`src/rtl/tmr16_pkg.sv`:
```
// Shared types, codes and decode functions for the 16-bit waveform timer.
package tmr16_pkg;

    // Item commands
    typedef enum logic [1:0] {
        CMD_TICK        = 2'd0,
        CMD_WRITE_COUNT = 2'd1,
        CMD_WRITE_FLAGS = 2'd2
    } cmd_t;

    // Configuration register indexes
    localparam logic [2:0] CFG_CLOCK_SELECT  = 3'd0;
    localparam logic [2:0] CFG_WAVEFORM_MODE = 3'd1;
    localparam logic [2:0] CFG_COMPARE_A     = 3'd2;
    localparam logic [2:0] CFG_COMPARE_B     = 3'd3;
    localparam logic [2:0] CFG_COMPARE_C     = 3'd4;
    localparam logic [2:0] CFG_CAPTURE_TOP   = 3'd5;
    localparam logic [2:0] CFG_POWER_OFF     = 3'd6;

    // Clock select codes
    typedef enum logic [2:0] {
        CS_STOP    = 3'd0,
        CS_DIV1    = 3'd1,
        CS_DIV8    = 3'd2,
        CS_DIV64   = 3'd3,
        CS_DIV256  = 3'd4,
        CS_DIV1024 = 3'd5,
        CS_EXT_FALL = 3'd6,
        CS_EXT_RISE = 3'd7
    } cs_t;

    // Waveform generation modes
    typedef enum logic [3:0] {
        WGM_NORMAL        = 4'd0,
        WGM_PC_8BIT       = 4'd1,
        WGM_PC_9BIT       = 4'd2,
        WGM_PC_10BIT      = 4'd3,
        WGM_CTC_OCRA      = 4'd4,
        WGM_FAST_8BIT     = 4'd5,
        WGM_FAST_9BIT     = 4'd6,
        WGM_FAST_10BIT    = 4'd7,
        WGM_PFC_ICR       = 4'd8,
        WGM_PFC_OCRA      = 4'd9,
        WGM_PC_ICR        = 4'd10,
        WGM_PC_OCRA       = 4'd11,
        WGM_CTC_ICR       = 4'd12,
        WGM_RESERVED      = 4'd13,
        WGM_FAST_ICR      = 4'd14,
        WGM_FAST_OCRA     = 4'd15
    } wgm_t;

    // Where TOP comes from
    typedef enum logic [2:0] {
        TOP_MAX,
        TOP_8BIT,
        TOP_9BIT,
        TOP_10BIT,
        TOP_OCRA,
        TOP_ICR
    } top_src_t;

    localparam logic [15:0] TOP_VAL_MAX   = 16'hffff;
    localparam logic [15:0] TOP_VAL_8BIT  = 16'h00ff;
    localparam logic [15:0] TOP_VAL_9BIT  = 16'h01ff;
    localparam logic [15:0] TOP_VAL_10BIT = 16'h03ff;

    // Result of one counter step
    typedef struct packed {
        logic [15:0] count;
        logic        down;
        logic [3:0]  flag_set;
    } step_t;

    function automatic logic is_dual(input wgm_t mode);
        logic dual;
        case (mode)
            WGM_PC_8BIT, WGM_PC_9BIT, WGM_PC_10BIT,
            WGM_PFC_ICR, WGM_PFC_OCRA, WGM_PC_ICR, WGM_PC_OCRA: dual = 1'b1;
            default: dual = 1'b0;
        endcase
        return dual;
    endfunction

    function automatic top_src_t top_src(input wgm_t mode);
        top_src_t src;
        case (mode)
            WGM_PC_8BIT, WGM_FAST_8BIT:                          src = TOP_8BIT;
            WGM_PC_9BIT, WGM_FAST_9BIT:                          src = TOP_9BIT;
            WGM_PC_10BIT, WGM_FAST_10BIT:                        src = TOP_10BIT;
            WGM_CTC_OCRA, WGM_PFC_OCRA, WGM_PC_OCRA, WGM_FAST_OCRA: src = TOP_OCRA;
            WGM_PFC_ICR, WGM_PC_ICR, WGM_CTC_ICR, WGM_FAST_ICR:  src = TOP_ICR;
            default:                                             src = TOP_MAX;
        endcase
        return src;
    endfunction

    // Timer runs only on an internal prescaled clock
    function automatic logic cs_running(input cs_t cs);
        logic run;
        case (cs)
            CS_DIV1, CS_DIV8, CS_DIV64, CS_DIV256, CS_DIV1024: run = 1'b1;
            default: run = 1'b0;
        endcase
        return run;
    endfunction

    // Last prescaler count before the counter advances (divider - 1)
    function automatic logic [9:0] prescale_last(input cs_t cs);
        logic [9:0] last;
        case (cs)
            CS_DIV8:    last = 10'd7;
            CS_DIV64:   last = 10'd63;
            CS_DIV256:  last = 10'd255;
            CS_DIV1024: last = 10'd1023;
            default:    last = 10'd0;
        endcase
        return last;
    endfunction

endpackage

```
`src/rtl/tmr16_step.sv`:
```
// One counter step: match flags, then count, wrap or reverse per waveform mode.
module tmr16_step (
    input  logic [15:0]         counter,
    input  logic                down,
    input  logic [3:0]          waveform_mode,
    input  logic [15:0]         compare_a,
    input  logic [15:0]         compare_b,
    input  logic [15:0]         compare_c,
    input  logic [15:0]         capture_top,
    output tmr16_pkg::step_t    step
);

    tmr16_pkg::wgm_t mode;
    logic            dual;
    logic [15:0]     top;
    logic [15:0]     ovf_point;
    logic [15:0]     count_inc;
    logic [15:0]     count_dec;

    assign mode      = tmr16_pkg::wgm_t'(waveform_mode);
    assign dual      = tmr16_pkg::is_dual(mode);
    assign ovf_point = dual ? 16'h0000 : tmr16_pkg::TOP_VAL_MAX;
    assign count_inc = counter + 16'd1;
    assign count_dec = counter - 16'd1;

    // TOP select
    always_comb
    begin
        case (tmr16_pkg::top_src(mode))
            tmr16_pkg::TOP_8BIT:  top = tmr16_pkg::TOP_VAL_8BIT;
            tmr16_pkg::TOP_9BIT:  top = tmr16_pkg::TOP_VAL_9BIT;
            tmr16_pkg::TOP_10BIT: top = tmr16_pkg::TOP_VAL_10BIT;
            tmr16_pkg::TOP_OCRA:  top = compare_a;
            tmr16_pkg::TOP_ICR:   top = capture_top;
            default:              top = tmr16_pkg::TOP_VAL_MAX;
        endcase
    end

    // Match flags on the value before the step, then next count and direction
    always_comb
    begin
        step.flag_set = {counter == compare_c, counter == compare_b,
                         counter == compare_a, counter == ovf_point};
        if (!dual)
        begin
            step.down  = 1'b0;
            step.count = (counter == top) ? 16'h0000 : count_inc;
        end
        else if (top == 16'h0000 && counter == 16'h0000)
        begin
            step.down  = 1'b0;
            step.count = counter;
        end
        else if (!down)
        begin
            step.down  = (counter == top);
            step.count = (counter == top) ? count_dec : count_inc;
        end
        else if (counter == 16'h0000)
        begin
            step.down  = 1'b0;
            step.count = 16'h0001;
        end
        else
        begin
            step.down  = 1'b1;
            step.count = count_dec;
        end
    end

endmodule

```
`src/rtl/timer_16bit_waveform_counter.sv`:
```
// Top level of the 16-bit timer/counter with prescaler and waveform modes.
//
// Input channel: in_valid / in_stall carry one item per cycle: command
// (tick, write counter, write flags) and write_value. Output channel:
// out_valid / out_stall carry one result per item: count and flags as they
// stand after that item. Items are accepted at an edge with valid high and
// stall low.
// The result of an item is registered and shown in the cycle after it is accepted.
// Throughput: one item per cycle while the receiver does not stall; the whole
// step is one pass of logic in front of the counter, prescaler and flag registers.
// When the receiver stalls, the pending result holds and in_stall rises in
// the same cycle, so no further item enters until the result is taken; the
// result is then replaced directly by the next one with no bubble.
// Configuration: cfg_write_en writes cfg_data into register cfg_index at
// the clock edge; write only while no result is pending. Index 7 is ignored.
// Reset: counter, prescaler, direction, flags and all registers go to zero,
// the output channel is empty and in_stall is low.
module timer_16bit_waveform_counter (
    input  logic        clk,
    input  logic        rst_n,
    // configuration
    input  logic        cfg_write_en,
    input  logic [2:0]  cfg_index,
    input  logic [15:0] cfg_data,
    // input items
    input  logic        in_valid,
    output logic        in_stall,
    input  logic [1:0]  command,
    input  logic [15:0] write_value,
    // results
    output logic        out_valid,
    input  logic        out_stall,
    output logic [15:0] count,
    output logic [3:0]  flags
);

    logic [2:0]  clock_select_reg;
    logic [3:0]  waveform_mode_reg;
    logic [15:0] compare_a_reg;
    logic [15:0] compare_b_reg;
    logic [15:0] compare_c_reg;
    logic [15:0] capture_top_reg;
    logic        power_off_reg;

    logic [15:0] counter_reg,   counter_next;
    logic [9:0]  prescale_reg,  prescale_next;
    logic        down_reg,      down_next;
    logic [3:0]  flag_bits_reg, flag_bits_next;
    logic        out_valid_reg, out_valid_next;

    logic              in_accept;
    logic              running;
    tmr16_pkg::cs_t    cs;
    tmr16_pkg::step_t  step;

    // Configuration registers
    always_ff @(posedge clk or negedge rst_n)
    begin
        if (!rst_n)
        begin
            clock_select_reg  <= 3'd0;
            waveform_mode_reg <= 4'd0;
            compare_a_reg     <= 16'd0;
            compare_b_reg     <= 16'd0;
            compare_c_reg     <= 16'd0;
            capture_top_reg   <= 16'd0;
            power_off_reg     <= 1'b0;
        end
        else if (cfg_write_en)
        begin
            case (cfg_index)
                tmr16_pkg::CFG_CLOCK_SELECT:  clock_select_reg  <= cfg_data[2:0];
                tmr16_pkg::CFG_WAVEFORM_MODE: waveform_mode_reg <= cfg_data[3:0];
                tmr16_pkg::CFG_COMPARE_A:     compare_a_reg     <= cfg_data;
                tmr16_pkg::CFG_COMPARE_B:     compare_b_reg     <= cfg_data;
                tmr16_pkg::CFG_COMPARE_C:     compare_c_reg     <= cfg_data;
                tmr16_pkg::CFG_CAPTURE_TOP:   capture_top_reg   <= cfg_data;
                tmr16_pkg::CFG_POWER_OFF:     power_off_reg     <= cfg_data[0];
                default: ;
            endcase
        end
    end

    // Handshake: the state registers double as the result register
    assign in_stall       = out_valid_reg & out_stall;
    assign in_accept      = in_valid & ~in_stall;
    assign out_valid_next = in_accept | (out_valid_reg & out_stall);

    assign cs      = tmr16_pkg::cs_t'(clock_select_reg);
    assign running = tmr16_pkg::cs_running(cs) & ~power_off_reg;

    tmr16_step u_step (
        .counter       (counter_reg),
        .down          (down_reg),
        .waveform_mode (waveform_mode_reg),
        .compare_a     (compare_a_reg),
        .compare_b     (compare_b_reg),
        .compare_c     (compare_c_reg),
        .capture_top   (capture_top_reg),
        .step          (step)
    );

    // Next state for the accepted item
    always_comb
    begin
        counter_next   = counter_reg;
        prescale_next  = prescale_reg;
        down_next      = down_reg;
        flag_bits_next = flag_bits_reg;
        if (in_accept)
        begin
            case (tmr16_pkg::cmd_t'(command))
                tmr16_pkg::CMD_TICK:
                begin
                    if (running)
                    begin
                        if (prescale_reg >= tmr16_pkg::prescale_last(cs))
                        begin
                            prescale_next  = 10'd0;
                            counter_next   = step.count;
                            down_next      = step.down;
                            flag_bits_next = flag_bits_reg | step.flag_set;
                        end
                        else
                        begin
                            prescale_next = prescale_reg + 10'd1;
                        end
                    end
                end
                tmr16_pkg::CMD_WRITE_COUNT: counter_next   = write_value;
                tmr16_pkg::CMD_WRITE_FLAGS: flag_bits_next = flag_bits_reg & ~write_value[3:0];
                default: ;
            endcase
        end
    end

    // State and output valid
    always_ff @(posedge clk or negedge rst_n)
    begin
        if (!rst_n)
        begin
            counter_reg   <= 16'd0;
            prescale_reg  <= 10'd0;
            down_reg      <= 1'b0;
            flag_bits_reg <= 4'd0;
            out_valid_reg <= 1'b0;
        end
        else
        begin
            counter_reg   <= counter_next;
            prescale_reg  <= prescale_next;
            down_reg      <= down_next;
            flag_bits_reg <= flag_bits_next;
            out_valid_reg <= out_valid_next;
        end
    end

    assign out_valid = out_valid_reg;
    assign count     = counter_reg;
    assign flags     = flag_bits_reg;

endmodule

```
`config.mk`:
```
export PLATFORM = sky130hd
export DESIGN_NAME = timer_16bit_waveform_counter
export DESIGN_NICKNAME = d
export VERILOG_FILES = /design/src/rtl/tmr16_pkg.sv /design/src/rtl/tmr16_step.sv /design/src/rtl/timer_16bit_waveform_counter.sv
export SDC_FILE = /design/constraint.sdc
export NUM_CORES = 1
export LEC_CHECK = 0
export ABC_AREA = 1
export BUFFER_PORTS_ARGS = -buffer_cell sky130_fd_sc_hd__buf_2
export CAP_MARGIN = 20
export CORE_ASPECT_RATIO = 2
export CORE_MARGIN = 1
export CORE_UTILIZATION = 40
export CTS_CLUSTER_SIZE = 10
export DETAILED_ROUTE_END_ITERATION = 16
export GPL_TIMING_DRIVEN = 0
export SLEW_MARGIN = 25
export SYNTH_ARGS = -nofsm -noshare
export SYNTH_HDL_FRONTEND = slang
export SYNTH_SLANG_ARGS = --single-unit
```
`constraint.sdc`:
```
create_clock -name clk -period 4.21 [get_ports clk]
set_clock_uncertainty 0.1 [all_clocks]
set_input_delay 0.421 -clock clk [delete_from_list [all_inputs] [get_ports clk]]
set_output_delay 0.421 -clock clk [all_outputs]
set_load 0.02 [all_outputs]
```
==> impl_metrics.yaml <==
run_status:
  outcome: "complete, no violations"
place:
  place_congestion: 0.896
  dp_cells: 1275
  dpl.hpwl_mm: 17.6
  numPortBuffers: 63
global_route:
  grt_max_degree: 61
  grt_usage_pct: 26.1
  grt_pass1_wl_mm: 34.8
  grt_pass1_vias: 6732
  grt-ovfl-total: 0
  antenna_found_initial: 0
sta:
  grt_setup_unrepaired: "false"
  maxSlewHeadroom_pct: 29.0
  hold_viol: 0
  setup_viol: 0
  min_period_over_period_pct: 83.0
  max_clock_freq_mhz: 286
  setup_tns_ns: 0
  worst_pin_slew_ns: 1.05
  min_period_ns: 3.49
  drv_slew: 0
route:
  drc_errors: 0
  drtAntennaViolNets: 0
  firstDrtPassIters: 5
  wl_per_cell_microns: 17.0
  drtIter0Drc: 277
  drt-total-wl_mm: 22.0
  routed-via-count: 6736
  via_per_inst: 5.21
logic_synthesis:
  ys_warn_count: 0
  yosysSeqAreaShare_pct: 37.2
  avgSynthCellArea_sq_um: 6.99
  synth_top_cell_by_area: "dfrtp_1"
  synth-seq-cells: 104
  ys_top_cells_by_area: "dfrtp_1, nand2_1, nor2_1, o21ai_0, xor2_1"
  ys.flop_type: "dfrtp_1"
  synthArstFlopShare_pct: 100
  synth_nets: 1056
  syn_area_sq_mm: 0.00700
  synth_cell_types: 47
  synth_edf_count: 0
  synth_top_area_share_pct: 37.2
  syn_inst: 1001
cells_and_area:
  diodes: 0
  layout_common_cells: "nand2_1, nor2_1, dfrtp_1"
  drive_gt1_share_pct: 12.6
  num-nets-final: 1132
  layoutNonFillerInstCount: 1292
  final_common_cell: "nand2_1"
  syn_to_final_growth_pct: 13.0
  fillers: 1826
min_path:
  hold_path.class: "input pin to flop"
  min_to: "out_valid"
  timing.hold.worst_path_depth: 3
  min_from: "in_valid"
setup_path:
  reg2reg_to: "count[0]"
  crit_arrival_ns: 3.69
  r2r_slack_ns: 0.72
  worstReg2RegStart: "count[0]"
  critPathLaunchType: "flop"
  critPathMaxFanout: 10
  ff2ff_path_depth: 17
  worstPathRequired_ns: 4.41
  end_kind: "flop"
  path_class: "flop to flop"
clock_network:
  clock-root-buffer: "clkbuf_16"
  h-tree-depth: 3
  post_cts_resized: 0
  clkTransAtPathRegs_ns: 0.07
  cts_num_sinks: 104
  clk_latency_ns: 0.36
  clock_path_buffers: 2
  cts_tree: "done"
  cts_buffers: 9
pwr:
  power_leakage_nw: 4.05
  powerDensity_mw_per_mm2: 598
  ir_drop_v: 0.000224
die:
  die_x_microns: 95.6
  io_pins: 64
  die_h_microns: 189
  rows: 68
  core-area_sq_mm: 0.0172
  die_area_sq_mm: 0.0181
  start_util_pct: 40.7
run:
  drv_cap: 0
-- cells in the mapped netlist, types with 3 or more instances --
library cell,count
nand4_1,11
o21ai_0,91
inv_2,4
clkbuf_1,20
nor3_1,10
nor4_1,8
nor2_2,7
nor2_1,135
inv_1,100
dfrtp_1,104
xor2_1,46
nand2_1,260
nand3b_1,3
buf_2,10
a21boi_1,3
buf_4,4
nand3_1,71
a21oi_1,37
or2_2,5
nor2_4,6
ha_1,13
nand2_2,3
xnor2_1,12
nand2_4,4
o211ai_1,3
-- worst max-delay path: stages, from the launching register on --
cell and delay (ns):
dfrtp_1 0.37, clkbuf_1 0.33, inv_1 0.21, ha_1 0.27
nand2_1 0.24, inv_1 0.07, nand2_1 0.13, nor2_4 0.09
inv_1 0.14, nor2_1 0.07, nand2_1 0.12, nor2_1 0.07
nand2_1 0.18, o21ai_2 0.10, a21boi_2 0.36, buf_2 0.34
o211ai_1 0.13, nand2_1 0.09
-- per-stage QoR --
step / power (mW) / util [%] / hold WS [ns] / setup WS, ns / cell area [sq um]
floorplan: 3.20 / - / 0.0254 / 1.61 / 7000
global placement: 3.86 / 44.1 / 0.367 / 0.738 / 7580
detailed placement: 3.89 / 44.3 / 0.296 / 0.729 / 7610
CTS: 4.74 / 46.0 / 0.152 / 0.695 / 7910
global route: 5.10 / 46.0 / 0.151 / 0.420 / 7910
finish: 4.73 / 46.0 / 0.157 / 0.716 / 7910
-- cell families after synthesis --
| group | count (synthesis) | share of synthesized area, % |
|---|---|---|
| buf+inv | 144 | 8.49 |
| flops | 104 | 37.2 |
| xor+xnor | 58 | 7.26 |
| fa+ha+maj | 13 | 2.32 |
| compound gates | 151 | 11.8 |
| simple gates | 531 | 33.0 |
-- per-layer routing --
metal	global-route usage, %	vias to the layer above	wire length, microns
met5	0	-	0
met4	16.5	0	1330
met3	3.57	75	621
met2	49.1	180	12300
met1	25.4	3131	7730
li1	-	3350	-
-- worst max-delay path by stage --
stage	start	end	cells past startpoint
after detailed placement	count[0]	count[0]	17
after floorplan	count[0]	count[0]	17
after global routing	count[0]	count[10]	17
after CTS	count[0]	count[0]	17
final	count[0]	count[0]	17
after global placement	count[0]	count[12]	17
-- power by group --
group,internal (mW),switching (mW),leakage [nW]
Sequential,1.23,0.214,1.28
Clock,0.425,0.411,0.133
Combinational,0.843,1.60,2.63
Total,2.50,2.23,4.05
-- area by class of cell --
class / count / area, sq um / share of cell area [%]
clock buffer: 10 / 239 / 3.02
timing repair buffer: 65 / 359 / 4.54
clock inverter: 6 / 51.3 / 0.648
multi-input combinational: 753 / 3800 / 48.1
tap: 210 / 263 / 3.32
sequential: 104 / 2600 / 32.9
inverter: 106 / 398 / 5.03
buffer: 38 / 196 / 2.48
-- what timing repair did --
item / 4_1_cts / 5_1_grt
hold endpoints to repair: 44 / 0
buffers inserted: 0 / 0
hold buffers: 1 / 0
No activity file was read; power rests on OpenSTA's default activity.
